==> src/iate_pkg.sv <==
// ----------------------------------------------------------------------------
// iate_pkg
// Shared types and constants of the integer array table engine: opcodes,
// result status codes and the command and status bundles between the
// controller and the datapath.
// ----------------------------------------------------------------------------
package iate_pkg;

	localparam int MAX_RESULTS = 64;
	localparam int IDX_W       = 6;
	localparam int VAL_W       = 32;

	typedef enum logic [2:0] {
		OP_CLEAR  = 3'd0,
		OP_APPEND = 3'd1,
		OP_DELETE = 3'd2,
		OP_MAX    = 3'd3,
		OP_SORT   = 3'd4,
		OP_SEARCH = 3'd5,
		OP_PRIMES = 3'd6,
		OP_DUMP   = 3'd7
	} op_t;

	localparam logic [2:0] ST_OK       = 3'd0;
	localparam logic [2:0] ST_FULL     = 3'd1;
	localparam logic [2:0] ST_BADPOS   = 3'd2;
	localparam logic [2:0] ST_NONE     = 3'd3;
	localparam logic [2:0] ST_NOTFOUND = 3'd4;

	typedef enum logic [1:0] {
		RD_IDX,
		RD_IDX1,
		RD_JDX
	} rd_sel_t;

	typedef enum logic [2:0] {
		WR_NONE,
		WR_APP,
		WR_DEL,
		WR_SORT_I,
		WR_SORT_J
	} wr_sel_t;

	typedef enum logic [1:0] {
		EM_NONE,
		EM_CODE,
		EM_MAX,
		EM_FLUSH
	} emit_t;

	// controller to datapath
	typedef struct packed {
		logic    load;
		logic    clr_cnt;
		logic    inc_cnt;
		logic    dec_cnt;
		logic    idx_ld_pos;
		logic    idx_inc;
		logic    jdx_ld;
		logic    jdx_inc;
		logic    rd_en;
		rd_sel_t rd_sel;
		wr_sel_t wr_sel;
		logic    held_ld;
		logic    max_step;
		logic    push_rd;
		logic    push_held;
		logic    prime_start;
		emit_t   emit;
		logic [2:0] code;
	} cmd_t;

	// datapath to controller
	typedef struct packed {
		op_t  op;
		logic cnt_zero;
		logic full;
		logic pos_bad;
		logic idx_last;
		logic scan_end;
		logic jdx_end;
		logic match;
		logic rd_lt_held;
		logic prime_done;
		logic prime_yes;
	} sts_t;

endpackage

==> src/iate_ram.sv <==
// ----------------------------------------------------------------------------
// iate_ram
// Generic single write port, single read port RAM with registered read data.
// ----------------------------------------------------------------------------
module iate_ram #(
	parameter int WIDTH = 32,
	parameter int DEPTH = 64
) (
	input  logic                     clk,
	input  logic                     we,
	input  logic [$clog2(DEPTH)-1:0] waddr,
	input  logic [WIDTH-1:0]         wdata,
	input  logic                     re,
	input  logic [$clog2(DEPTH)-1:0] raddr,
	output logic [WIDTH-1:0]         rdata
);

	logic [WIDTH-1:0] mem_q [DEPTH];

	// write port and registered read port
	always_ff @(posedge clk) begin
		if (we) begin
			mem_q[waddr] <= wdata;
		end
		if (re) begin
			rdata <= mem_q[raddr];
		end
	end

endmodule

==> src/iate_prime.sv <==
// ----------------------------------------------------------------------------
// iate_prime
// Trial division primality test: divisors from two while d*d <= v, each
// remainder from a restoring divider that retires one bit per cycle.
// ----------------------------------------------------------------------------
module iate_prime (
	input  logic        clk,
	input  logic        arst_n,
	input  logic        start,
	input  logic [31:0] value,
	output logic        done,
	output logic        is_prime
);

	typedef enum logic [1:0] {
		P_IDLE,
		P_TEST,
		P_DIV
	} pstate_t;

	pstate_t     state_q;
	logic        done_q;
	logic        yes_q;
	logic [30:0] v_q;
	logic [15:0] d_q;
	logic [31:0] sq_q;
	logic [15:0] rem_q;
	logic [4:0]  bit_q;
	logic [16:0] rem_sh;
	logic [16:0] rem_nx;

	// one restoring division step
	always_comb begin
		rem_sh = {rem_q, v_q[bit_q]};
		rem_nx = (rem_sh >= {1'b0, d_q}) ? (rem_sh - {1'b0, d_q}) : rem_sh;
	end

	// sequencer and divisor registers
	always_ff @(posedge clk or negedge arst_n) begin
		if (!arst_n) begin
			state_q <= P_IDLE;
			done_q  <= 1'b0;
			yes_q   <= 1'b0;
			v_q     <= '0;
			d_q     <= '0;
			sq_q    <= '0;
			rem_q   <= '0;
			bit_q   <= '0;
		end else begin
			done_q <= 1'b0;
			case (state_q)
				P_IDLE: begin
					if (start) begin
						if (value[31] || (value < 32'd2)) begin
							done_q <= 1'b1;
							yes_q  <= 1'b0;
						end else begin
							v_q     <= value[30:0];
							d_q     <= 16'd2;
							sq_q    <= 32'd4;
							state_q <= P_TEST;
						end
					end
				end
				P_TEST: begin
					if (sq_q > {1'b0, v_q}) begin
						done_q  <= 1'b1;
						yes_q   <= 1'b1;
						state_q <= P_IDLE;
					end else begin
						rem_q   <= '0;
						bit_q   <= 5'd30;
						state_q <= P_DIV;
					end
				end
				P_DIV: begin
					rem_q <= rem_nx[15:0];
					if (bit_q == 5'd0) begin
						if (rem_nx == 17'd0) begin
							done_q  <= 1'b1;
							yes_q   <= 1'b0;
							state_q <= P_IDLE;
						end else begin
							// (d+1)^2 = d^2 + 2d + 1
							sq_q    <= sq_q + 32'({d_q, 1'b1});
							d_q     <= d_q + 16'd1;
							state_q <= P_TEST;
						end
					end else begin
						bit_q <= bit_q - 5'd1;
					end
				end
				default: begin
					state_q <= P_IDLE;
				end
			endcase
		end
	end

	assign done     = done_q;
	assign is_prime = yes_q;

endmodule

==> src/iate_dp.sv <==
// ----------------------------------------------------------------------------
// iate_dp
// Datapath: list storage, count, scan indexes, running maximum, held entry
// for sort and prime test, one pending result and the result registers.
// ----------------------------------------------------------------------------
module iate_dp #(
	parameter int DEPTH = 64
) (
	input  logic                  clk,
	input  logic                  arst_n,
	input  logic [2:0]            opcode,
	input  logic signed [31:0]    operand_value,
	input  logic [5:0]            position,
	input  iate_pkg::cmd_t        cmd,
	output iate_pkg::sts_t        sts,
	output logic                  strobe,
	output logic signed [31:0]    result_value,
	output logic [5:0]            result_index,
	output logic [2:0]            status,
	output logic                  last
);

	import iate_pkg::*;

	localparam int AW = $clog2(DEPTH);
	localparam int CW = $clog2(DEPTH + 1);
	localparam int XW = (CW > IDX_W) ? CW : IDX_W;
	localparam int KW = $clog2(MAX_RESULTS);

	op_t         op_q;
	logic [31:0] val_q;
	logic [5:0]  pos_q;
	logic [CW-1:0] cnt_q;
	logic [CW-1:0] idx_q;
	logic [CW-1:0] jdx_q;
	logic [CW:0]   idx_p1;
	logic [31:0] held_q;
	logic [31:0] best_q;
	logic [5:0]  bidx_q;
	logic        pend_v_q;
	logic [31:0] pend_val_q;
	logic [5:0]  pend_idx_q;
	logic [KW-1:0] k_q;
	logic        strobe_q;
	logic [31:0] rval_q;
	logic [5:0]  ridx_q;
	logic [2:0]  rst_q;
	logic        last_q;

	logic          we;
	logic [AW-1:0] waddr;
	logic [31:0]   wdata;
	logic [AW-1:0] raddr;
	logic [31:0]   rdata;
	logic [XW-1:0] idx_x;
	logic [5:0]    idx6;
	logic          push;
	logic [31:0]   push_val;
	logic          prime_done;
	logic          prime_yes;

	assign idx_p1 = {1'b0, idx_q} + {{CW{1'b0}}, 1'b1};
	assign idx_x  = XW'(idx_q);
	assign idx6   = idx_x[IDX_W-1:0];

	// read address select
	always_comb begin
		case (cmd.rd_sel)
			RD_IDX1: raddr = idx_p1[AW-1:0];
			RD_JDX:  raddr = jdx_q[AW-1:0];
			default: raddr = idx_q[AW-1:0];
		endcase
	end

	// write port select
	always_comb begin
		we    = 1'b1;
		waddr = idx_q[AW-1:0];
		wdata = held_q;
		case (cmd.wr_sel)
			WR_APP: begin
				waddr = cnt_q[AW-1:0];
				wdata = val_q;
			end
			WR_DEL: begin
				wdata = rdata;
			end
			WR_SORT_I: begin
				wdata = held_q;
			end
			WR_SORT_J: begin
				waddr = jdx_q[AW-1:0];
			end
			default: begin
				we = 1'b0;
			end
		endcase
	end

	iate_ram #(
		.WIDTH(VAL_W),
		.DEPTH(DEPTH)
	) u_ram (
		.clk  (clk),
		.we   (we),
		.waddr(waddr),
		.wdata(wdata),
		.re   (cmd.rd_en),
		.raddr(raddr),
		.rdata(rdata)
	);

	iate_prime u_prime (
		.clk     (clk),
		.arst_n  (arst_n),
		.start   (cmd.prime_start),
		.value   (rdata),
		.done    (prime_done),
		.is_prime(prime_yes)
	);

	assign push     = cmd.push_rd || cmd.push_held;
	assign push_val = cmd.push_held ? held_q : rdata;

	// status toward the controller
	always_comb begin
		sts.op         = op_q;
		sts.cnt_zero   = (cnt_q == '0);
		sts.full       = (cnt_q == CW'(DEPTH));
		sts.pos_bad    = (XW'(pos_q) >= XW'(cnt_q));
		sts.idx_last   = (idx_p1 >= {1'b0, cnt_q});
		sts.scan_end   = (idx_q == cnt_q) || (pend_v_q && (k_q == KW'(MAX_RESULTS - 1)));
		sts.jdx_end    = (jdx_q == cnt_q);
		sts.match      = (rdata == val_q);
		sts.rd_lt_held = ($signed(rdata) < $signed(held_q));
		sts.prime_done = prime_done;
		sts.prime_yes  = prime_yes;
	end

	// control registers
	always_ff @(posedge clk or negedge arst_n) begin
		if (!arst_n) begin
			cnt_q    <= '0;
			pend_v_q <= 1'b0;
			k_q      <= '0;
			strobe_q <= 1'b0;
			last_q   <= 1'b0;
		end else begin
			strobe_q <= 1'b0;
			last_q   <= 1'b0;
			if (cmd.clr_cnt) begin
				cnt_q <= '0;
			end else if (cmd.inc_cnt) begin
				cnt_q <= cnt_q + CW'(1);
			end else if (cmd.dec_cnt) begin
				cnt_q <= cnt_q - CW'(1);
			end
			if (cmd.load) begin
				pend_v_q <= 1'b0;
				k_q      <= '0;
			end else if (push) begin
				pend_v_q <= 1'b1;
				if (pend_v_q) begin
					k_q      <= k_q + KW'(1);
					strobe_q <= 1'b1;
				end
			end
			if (cmd.emit != EM_NONE) begin
				strobe_q <= 1'b1;
				last_q   <= 1'b1;
			end
		end
	end

	// payload registers
	always_ff @(posedge clk) begin
		if (cmd.load) begin
			op_q  <= op_t'(opcode);
			val_q <= operand_value;
			pos_q <= position;
			idx_q <= '0;
		end else if (cmd.idx_ld_pos) begin
			idx_q <= CW'(pos_q);
		end else if (cmd.idx_inc) begin
			idx_q <= idx_p1[CW-1:0];
		end
		if (cmd.jdx_ld) begin
			jdx_q <= idx_p1[CW-1:0];
		end else if (cmd.jdx_inc) begin
			jdx_q <= jdx_q + CW'(1);
		end
		if (cmd.held_ld || (cmd.wr_sel == WR_SORT_J)) begin
			held_q <= rdata;
		end
		// running maximum, first occurrence wins
		if (cmd.max_step && ((idx_q == '0) || ($signed(best_q) < $signed(rdata)))) begin
			best_q <= rdata;
			bidx_q <= idx6;
		end
		// one result is held back so the final one can carry last
		if (push) begin
			pend_val_q <= push_val;
			pend_idx_q <= idx6;
			rval_q     <= pend_val_q;
			ridx_q     <= pend_idx_q;
			rst_q      <= ST_OK;
		end
		case (cmd.emit)
			EM_CODE: begin
				rval_q <= '0;
				ridx_q <= '0;
				rst_q  <= cmd.code;
			end
			EM_MAX: begin
				rval_q <= best_q;
				ridx_q <= bidx_q;
				rst_q  <= ST_OK;
			end
			EM_FLUSH: begin
				rval_q <= pend_v_q ? pend_val_q : '0;
				ridx_q <= pend_v_q ? pend_idx_q : '0;
				rst_q  <= pend_v_q ? ST_OK : cmd.code;
			end
			default: begin
			end
		endcase
	end

	assign strobe       = strobe_q;
	assign result_value = rval_q;
	assign result_index = ridx_q;
	assign status       = rst_q;
	assign last         = last_q;

`ifndef SYNTHESIS
	a_cnt_bound: assert property (@(posedge clk) disable iff (!arst_n)
		cnt_q <= CW'(DEPTH))
		else $error("element count above depth");
	a_push_beat: assert property (@(posedge clk) disable iff (!arst_n)
		(push && pend_v_q && !cmd.load) |=> (strobe_q && !last_q))
		else $error("displaced pending result not sent");
	a_last_gap: assert property (@(posedge clk) disable iff (!arst_n)
		(strobe_q && last_q) |=> !strobe_q)
		else $error("beat right after the final beat");
	a_mid_ok: assert property (@(posedge clk) disable iff (!arst_n)
		(strobe_q && !last_q) |-> (rst_q == ST_OK))
		else $error("error status on a non-final beat");
`endif

endmodule

==> src/iate_ctrl.sv <==
// ----------------------------------------------------------------------------
// iate_ctrl
// Controller: decodes the request and steps the datapath through the scan,
// delete, exchange sort and prime test sequences.
// ----------------------------------------------------------------------------
module iate_ctrl (
	input  logic           clk,
	input  logic           arst_n,
	input  logic           start,
	input  iate_pkg::sts_t sts,
	output iate_pkg::cmd_t cmd,
	output logic           busy
);

	import iate_pkg::*;

	typedef enum logic [3:0] {
		S_IDLE,
		S_DISP,
		S_SCAN_RD,
		S_SCAN_EV,
		S_PRIME,
		S_DEL_RD,
		S_DEL_WR,
		S_SORT_I,
		S_SORT_IH,
		S_SORT_J,
		S_SORT_JE
	} state_t;

	state_t state_q;
	state_t state_d;

	// next state and commands
	always_comb begin
		state_d = state_q;
		cmd     = '0;
		case (state_q)
			S_IDLE: begin
				if (start) begin
					cmd.load = 1'b1;
					state_d  = S_DISP;
				end
			end
			S_DISP: begin
				case (sts.op)
					OP_CLEAR: begin
						cmd.clr_cnt = 1'b1;
						cmd.emit    = EM_CODE;
						cmd.code    = ST_OK;
						state_d     = S_IDLE;
					end
					OP_APPEND: begin
						cmd.emit = EM_CODE;
						state_d  = S_IDLE;
						if (sts.full) begin
							cmd.code = ST_FULL;
						end else begin
							cmd.code    = ST_OK;
							cmd.wr_sel  = WR_APP;
							cmd.inc_cnt = 1'b1;
						end
					end
					OP_DELETE: begin
						if (sts.pos_bad) begin
							cmd.emit = EM_CODE;
							cmd.code = ST_BADPOS;
							state_d  = S_IDLE;
						end else begin
							cmd.idx_ld_pos = 1'b1;
							state_d        = S_DEL_RD;
						end
					end
					OP_MAX: begin
						if (sts.cnt_zero) begin
							cmd.emit = EM_CODE;
							cmd.code = ST_NONE;
							state_d  = S_IDLE;
						end else begin
							state_d = S_SCAN_RD;
						end
					end
					OP_SORT: begin
						state_d = S_SORT_I;
					end
					default: begin
						state_d = S_SCAN_RD;
					end
				endcase
			end
			S_SCAN_RD: begin
				if (sts.scan_end) begin
					cmd.emit = (sts.op == OP_MAX) ? EM_MAX : EM_FLUSH;
					cmd.code = (sts.op == OP_SEARCH) ? ST_NOTFOUND : ST_NONE;
					state_d  = S_IDLE;
				end else begin
					cmd.rd_en  = 1'b1;
					cmd.rd_sel = RD_IDX;
					state_d    = S_SCAN_EV;
				end
			end
			S_SCAN_EV: begin
				case (sts.op)
					OP_MAX: begin
						cmd.max_step = 1'b1;
						cmd.idx_inc  = 1'b1;
						state_d      = S_SCAN_RD;
					end
					OP_SEARCH: begin
						cmd.push_rd = sts.match;
						cmd.idx_inc = 1'b1;
						state_d     = S_SCAN_RD;
					end
					OP_PRIMES: begin
						cmd.held_ld     = 1'b1;
						cmd.prime_start = 1'b1;
						state_d         = S_PRIME;
					end
					default: begin
						cmd.push_rd = 1'b1;
						cmd.idx_inc = 1'b1;
						state_d     = S_SCAN_RD;
					end
				endcase
			end
			S_PRIME: begin
				if (sts.prime_done) begin
					cmd.push_held = sts.prime_yes;
					cmd.idx_inc   = 1'b1;
					state_d       = S_SCAN_RD;
				end
			end
			S_DEL_RD: begin
				if (sts.idx_last) begin
					cmd.dec_cnt = 1'b1;
					cmd.emit    = EM_CODE;
					cmd.code    = ST_OK;
					state_d     = S_IDLE;
				end else begin
					cmd.rd_en  = 1'b1;
					cmd.rd_sel = RD_IDX1;
					state_d    = S_DEL_WR;
				end
			end
			S_DEL_WR: begin
				cmd.wr_sel  = WR_DEL;
				cmd.idx_inc = 1'b1;
				state_d     = S_DEL_RD;
			end
			S_SORT_I: begin
				if (sts.idx_last) begin
					cmd.emit = EM_CODE;
					cmd.code = ST_OK;
					state_d  = S_IDLE;
				end else begin
					cmd.rd_en  = 1'b1;
					cmd.rd_sel = RD_IDX;
					state_d    = S_SORT_IH;
				end
			end
			S_SORT_IH: begin
				cmd.held_ld = 1'b1;
				cmd.jdx_ld  = 1'b1;
				state_d     = S_SORT_J;
			end
			S_SORT_J: begin
				if (sts.jdx_end) begin
					cmd.wr_sel  = WR_SORT_I;
					cmd.idx_inc = 1'b1;
					state_d     = S_SORT_I;
				end else begin
					cmd.rd_en  = 1'b1;
					cmd.rd_sel = RD_JDX;
					state_d    = S_SORT_JE;
				end
			end
			S_SORT_JE: begin
				// smaller entry moves into the held slot, held one goes to j
				if (sts.rd_lt_held) begin
					cmd.wr_sel = WR_SORT_J;
				end
				cmd.jdx_inc = 1'b1;
				state_d     = S_SORT_J;
			end
			default: begin
				state_d = S_IDLE;
			end
		endcase
	end

	// state register
	always_ff @(posedge clk or negedge arst_n) begin
		if (!arst_n) begin
			state_q <= S_IDLE;
		end else begin
			state_q <= state_d;
		end
	end

	assign busy = (state_q != S_IDLE);

`ifndef SYNTHESIS
	a_load_idle: assert property (@(posedge clk) disable iff (!arst_n)
		cmd.load |-> (state_q == S_IDLE))
		else $error("request taken while busy");
	a_disp_after_load: assert property (@(posedge clk) disable iff (!arst_n)
		cmd.load |=> (state_q == S_DISP))
		else $error("request not decoded after acceptance");
	a_emit_done: assert property (@(posedge clk) disable iff (!arst_n)
		(cmd.emit != EM_NONE) |=> !busy)
		else $error("still busy after the final beat");
`endif

endmodule

==> src/int_array_table_engine.sv <==
// ----------------------------------------------------------------------------
// int_array_table_engine
// Bounded list of signed 32-bit values with clear, append, delete, max,
// exchange sort, search, prime filter and dump requests.
// ----------------------------------------------------------------------------
// Usage:
//   A request (opcode, operand_value, position) is taken on a clock edge with
//   start high and busy low. busy stays high until the request's final
//   result beat has been issued. Each result beat is shown for one cycle
//   with strobe high; the final beat of a request has last high. The
//   receiver cannot hold beats off and none are buffered beyond that cycle.
//   Latency: clear, append and bad-position errors answer two cycles after
//   acceptance. Delete takes about 2*(count-position) cycles, max, search
//   and dump about 2*count, sort about count*count cycles; all are set by
//   the single read port of the list memory. The prime filter adds a trial
//   division per entry, up to about 32*sqrt(value) cycles, set by the
//   bit-serial remainder unit. At most 64 beats per request.
//   Reset empties the list; no clearing pass is run, so the engine takes a
//   request in the first cycle after reset.
// ----------------------------------------------------------------------------
module int_array_table_engine #(
	parameter int DEPTH = 64
) (
	input  logic               clk,
	input  logic               arst_n,
	input  logic               start,
	output logic               busy,
	input  logic [2:0]         opcode,
	input  logic signed [31:0] operand_value,
	input  logic [5:0]         position,
	output logic               strobe,
	output logic signed [31:0] result_value,
	output logic [5:0]         result_index,
	output logic [2:0]         status,
	output logic               last
);

	import iate_pkg::*;

	cmd_t cmd;
	sts_t sts;
	logic busy_w;

	// sequencing
	iate_ctrl u_ctrl (
		.clk   (clk),
		.arst_n(arst_n),
		.start (start),
		.sts   (sts),
		.cmd   (cmd),
		.busy  (busy_w)
	);

	// storage and result path
	iate_dp #(
		.DEPTH(DEPTH)
	) u_dp (
		.clk          (clk),
		.arst_n       (arst_n),
		.opcode       (opcode),
		.operand_value(operand_value),
		.position     (position),
		.cmd          (cmd),
		.sts          (sts),
		.strobe       (strobe),
		.result_value (result_value),
		.result_index (result_index),
		.status       (status),
		.last         (last)
	);

	assign busy = busy_w;

endmodule
==> config.mk <==
export PLATFORM = sky130hd
export DESIGN_NAME = int_array_table_engine
export DESIGN_NICKNAME = d
export VERILOG_FILES = /design/src/iate_pkg.sv /design/src/iate_ram.sv /design/src/iate_prime.sv /design/src/iate_dp.sv /design/src/iate_ctrl.sv /design/src/int_array_table_engine.sv
export SDC_FILE = /design/constraint.sdc
export NUM_CORES = 2
export LEC_CHECK = 0
export CORE_MARGIN = 2
export CORE_UTILIZATION = 63
export DETAILED_ROUTE_END_ITERATION = 8
export DONT_BUFFER_PORTS = 1
export GPL_TIMING_DRIVEN = 0
export HOLD_SLACK_MARGIN = 0.08
export PLACE_DENSITY = 0.79
export SYNTH_ARGS = -nofsm -noshare
export SYNTH_HDL_FRONTEND = slang
export SYNTH_HIERARCHICAL = 1
export SYNTH_SLANG_ARGS = --single-unit
==> constraint.sdc <==
create_clock -name clk -period 6 [get_ports clk]
set_input_delay 0.3 -clock clk [delete_from_list [all_inputs] [get_ports clk]]
set_output_delay 0.3 -clock clk [all_outputs]
set_load 0.01 [all_outputs]
## Word-level counts from Yosys, hierarchy flattened

Memory sizes are Yosys's and may differ from the RTL's. A register that Yosys moved wholly into a read port is not among the register bits.
Index checks and enable logic that the tools add are counted.

| cells by class | value |
|---|---|
| mux-type cells | 124 |
| add/sub/neg operators | 9 |
| bitwise gates (word level) | 1 |
| reductions and logical operators | 39 |
| $lt $le $gt $ge | 8 |
| equal/unequal tests | 43 |

Operators by type and width:

| kind | count |
|---|---|
| two-way mux 32 bit | 7 |
| one-hot mux 32 bit (2 select lines) | 2 |
| one-hot mux 32 bit (3 select lines) | 1 |
| two-way mux 16 bit | 5 |
| < comparator 32 bit | 2 |
| one-hot mux 16 bit (2 select lines) | 2 |
| two-way mux 1 bit | 45 |
| two-way mux 6 bit | 7 |
| one-hot mux 4 bit (10 select lines) | 1 |
| two-way mux 3 bit | 12 |
| two-way mux 7 bit | 5 |
| adder 32 x 17 -> 32 bit | 1 |
| equality test 32 bit | 1 |
| > comparator 32 x 31 -> 1 bit | 1 |
| < comparator 32 x 2 -> 1 bit (second input constant) | 1 |
| two-way mux 4 bit | 7 |
| one-hot mux 3 bit (4 select lines) | 2 |
| one-hot mux 6 bit (2 select lines) | 2 |
| != test 2 bit (second input constant) | 10 |
| one-hot mux 5 bit (4 select lines) | 1 |
| two-way mux 2 bit | 9 |
| one-hot mux 6 bit (3 select lines) | 1 |
| >= comparator 17 x 16 -> 1 bit | 1 |
| zero test 17 bit | 1 |
| other kinds (51) | 97 |

| storage, ports and cells | value |
|---|---|
| bits in registers | 328 |
| bits in writable memories | 2048 |
| memories | 1 |
| word-level logic and storage cells | 253 |
| output and inout port bits | 44 |

Memory list:

| memory | depth | width | rd ports | clocked after Yosys merged registers in | write ports | line | RTL |
|---|---|---|---|---|---|---|---|
| u_dp.u_ram.mem_q | 64 | 32 | 1 | 1 | 1 | iate_ram.sv:18 | `logic [WIDTH-1:0] mem_q [DEPTH];` |

## Logic depth before layout (Yosys ltp)

| logic depth | value |
|---|---|
| word-level depth | 9 |
| mapped depth | 25 |

## Hierarchy

Netlist, hierarchy kept.

By module, submodules not included:

| module | seq. area each (um2) | cells each | times used | area an instance (um2) |
|---|---|---|---|---|
| iate_ram | 62459.9 | 3511 | 1 | 79359.9 |
| iate_dp | 6456.2 | 981 | 1 | 11453.5 |
| iate_prime | 2602.5 | 863 | 1 | 7647.3 |
| iate_ctrl | 100.1 | 100 | 1 | 665.6 |

## Worst setup path after synthesis

Ideal clock, no wire load.

| path | value |
|---|---|
| path kind | register -> register |
| start | register u_dp.u_ram.rdata[1], read port of u_dp.u_ram.mem_q |
| end | memory u_dp.u_ram.mem_q[28][0], enable pin |
| required time | 5579 ps |
| buffers on the path | 4 |
| setup slack | 469 ps |
| cell stages (with the launch flop) | 18 |
| arrival | 5110 ps |
| clock period less this slack | 5531 ps |
| cells stage by stage | edfxtp_1 > ha_1 > a211oi_1 > o21bai_1 > a2111oi_0 > o221ai_1 > a21oi_1 > and2_1 > clkbuf_1 > or2_1 > clkbuf_1 > o22ai_1 > a21oi_1 > clkbuf_1 > or3b_2 > or2_2 > clkbuf_1 > nor2_1 |

RTL lines:

| element | line | RTL |
|---|---|---|
| from (decl) | iate_ram.sv:15 | `output logic [WIDTH-1:0] rdata` |
| to (decl) | iate_ram.sv:18 |  |

==> flow_summary.toml <==
[floorplan]
chipHeight_um = 400.7
rows = 145
core_um2 = 156200
boundaryPins = 88
die_x_um = 400.7
initial_core_util_pct = 63.46
die_area_um2 = 160500

[placement]
gp_congestion = 0.9632
numPortBuffers = 0
dp_hpwl_mm = 188.2

[setup_path]
cpPeakStageDelay_ns = 0.74
critPathBufInv = 7
cp.required_ns = 6.62
r2r_slack_ns = -0.36
crit_family = "compound AO/OA/AOI/OAI gates"
crit_chain = "buf_4 -> inv_1 -> ha_4 -> ha_1 -> a21o_1 -> a21o_1 -> a21o_1 -> a21oi_2 -> o211ai_1 -> nor4b_2 -> inv_1 -> ha_4 -> clkbuf_8 -> a21oi_1 -> o22ai_4 -> buf_4 -> buf_6 -> buf_4 -> mux4_2 -> o221ai_1 -> o21ai_0 -> and3_4"
r2r_cells = 22
r2r_end = "u_dp/u_ram/rdata[19]"
start_kind = "register"
r2r-start = "u_dp/idx_q[0]"
endpoint_kind = "register"
critPathKind = "reg2reg"
worst-path-max-fanout = 10
worst_path_max_delay_cell = "o221ai_1"
worst_ep_arrival_time_ns = 6.99

[worst_hold_path]
worstHoldPathType = "in2async"

[finish]
multiInputGateArea_um2 = 26690
drive_above_1_share_pct = 24.95
final_cell_mix = "edfxtp_1, mux4_2, clkbuf_16"
area_growth_pct = 16.70
fin_util_pct = 74.06
n_fill_cell = 8184
layout_commonest_cell = "edfxtp_1"
regArea_um2 = 71620
nNetsFinal = 6184

[clocking]
cts.sinks = 2408
clock_latency_ns = 0.94
cts_inserted_buffers = 226
cts_tree = "built"
clk_pin_slew_ns = 0.06
clock_path_buffers = 3
h-tree-depth = 4
cts_root_buf = "clkbuf_16"

[yosys]
yosys.area_share.simple_pct = 4.141
synthesis.area_um2 = 99130
synthCells = 5455
ys.flop_type = "edfxtp_1"
synth_mux_area_share_pct = 12.73
synth_edf_count = 2277
ys_warn_count = 6
yosysUniqueCellTypes = 88
syn_nets = 5654
yosysSeqAreaShare_pct = 72.25
synth_seq_cells = 2408
synth_top_family_by_area = "multiplexers"
synthXorXnorAreaFrac_pct = 0.8394
yosys.area_share.adder_pct = 1.979
async_reset_ff_share_pct = 5.150
synth-compound-area-share_pct = 5.747
synth.avg_cell_area_um2 = 18.17

[global_routing]
antenna_found_initial = 32
grt_first_pass_wirelength_mm = 452.6
grtUsageTotal_pct = 40.41
gr-total-overflow = 0
grt_pass1_vias = 60608
grt_max_degree = 122

[power_and_ir_drop]
power_density_nw_per_um2 = 526.8
p_total_mw = 60.94
irDropWorstVdd_uv = 355.9
leakagePower_nw = 38.39

[drt]
viasPerCell = 7.589
first_pass_iters = 9
drtIter0Drc = 12592
drt-total-wl_mm = 335.9
drtAntennaViolNets = 0
drc_errors = 2
post_drt_wl_per_cell_um = 40.70
vias = 62650

[sta]
setup_violations = 10
report.final.slew_viol_count = 0
max_freq_mhz = 157.1
max_slew_margin_pct = 25.69
fin_ws_ns = -0.3635
hold_viol = 0
tightest_slew_ns = 1.106
period_needed_ns = 6.363
worst_clock_skew_ns = 0.1130
fin_crit_sh_pct = 106.1

[status]
status = "finished, violations left"
violations = "DRC, setup timing"

[flow_run]
cap_viol_max_count = 0
[synthesized netlist by cell type, types with 38 or more instances]
master | number | share of area, %
edfxtp_1 | 2277 | 69
mux4_2 | 455 | 10
a22o_1 | 50 | 0.44
nor3_1 | 66 | 0.33
a21oi_1 | 117 | 0.59
o211ai_1 | 40 | 0.30
dfrtp_1 | 124 | 3.1
nand2_1 | 228 | 0.86
buf_2 | 64 | 0.32
mux2i_1 | 213 | 2.2
nor2_1 | 191 | 0.72
a22oi_1 | 130 | 0.98
xor2_1 | 59 | 0.52
o21ai_0 | 142 | 0.72
ha_1 | 152 | 1.9
nand3_1 | 79 | 0.40
clkbuf_1 | 156 | 0.59
a21o_1 | 38 | 0.29
inv_1 | 154 | 0.58
o22ai_1 | 75 | 0.47
[layout make-up]
cell class / count / share of cell area [%]
antenna: 16 / 0.03461
buffer: 295 / 2.027
clock buffer: 271 / 5.061
clock inverter: 153 / 1.499
inverter: 154 / 0.4997
multi-input combinational: 2585 / 23.07
sequential: 2408 / 61.91
tap: 2058 / 2.226
timing repair buffer: 315 / 3.671
[cells by family (layout without fill, tap and decap cells)]
family,count (synthesis),count (layout)
xor+xnor,95,95
buf+inv,463,1188
compound gates,819,820
mux,687,687
simple gates,828,828
other cells,0,16
fa+ha+maj,155,155
flops,2408,2408
[timing repair]
action	in CTS	in global routing
hold buffers	72	0
pin swaps	56	22
gates resized for setup	333	138
setup buffers	102	39
gates cloned	0	1
hold endpoints to repair	190	0
endpoints found under the setup margin	2016	1967
[layer usage]
layer  share of wire (%)  global-route usage [%]  routed length (um)
met2                  44                   60.06              147400
met1                  30                   49.21              101000
met5                0.11                  0.1189                 361
met4                 9.5                   27.53               31960
met3                  16                   15.81               55250
[stage by stage]
stage,cells,setup TNS (ns),cell area (um^2),setup WS (ns),hold WS [ns]
finish,8255,-0.9067,115700,-0.3635,0.03274
CTS,8205,0,114800,0.001008,0.09060
global route,8242,-1.143,115700,-0.3524,0.09187
global placement,7513,-5368.52,101700,-3.085,0.007388
detailed placement,7615,-870.95,104400,-2.402,0.007086
floorplan,5455,0,99130,0.4692,0.004409
[worst max path at each step]
| stage | start | end | slack (ns) | cells past startpoint |
|---|---|---|---|---|
| floorplan | u_dp/u_ram/rdata[1] | u_dp/u_ram/mem_q[28][0] | 0.47 | 17 |
| global placement | u_dp/u_ram/rdata[1] | u_dp/u_ram/mem_q[12][31] | -3.09 | 17 |
| detailed placement | u_dp/idx_q[0] | u_dp/u_ram/rdata[15] | -2.40 | 21 |
| CTS | u_dp/idx_q[0] | u_dp/u_ram/rdata[29] | 0.001 | 24 |
| global route | u_dp/idx_q[0] | u_dp/u_ram/rdata[19] | -0.35 | 22 |
| finish | u_dp/idx_q[0] | u_dp/u_ram/rdata[19] | -0.36 | 22 |
[sequential cells by signal (all words and copies together), names as in the netlist, 7 cells and up]
signal	count
u_dp/pend_val_q	32
u_dp/u_prime/rem_q	16
u_dp/best_q	32
u_dp/u_prime/d_q	16
u_dp/result_value	32
u_dp/u_prime/sq_q	32
u_dp/u_prime/v_q	31
u_dp/held_q	32
u_dp/jdx_q	7
u_dp/u_ram/mem_q	2048
u_dp/u_ram/rdata	32
u_dp/idx_q	7
u_dp/cnt_q	7
u_dp/val_q	32
[report_power, final]
part	internal [mW]	total (mW)	switching [mW]	leakage, nW
Clock	8.12	15.0	6.84	3.64
Combinational	8.75	24.0	15.3	12.5
Sequential	20.9	21.9	0.990	22.2
Note: power is estimated with default switching activity, not from simulation.
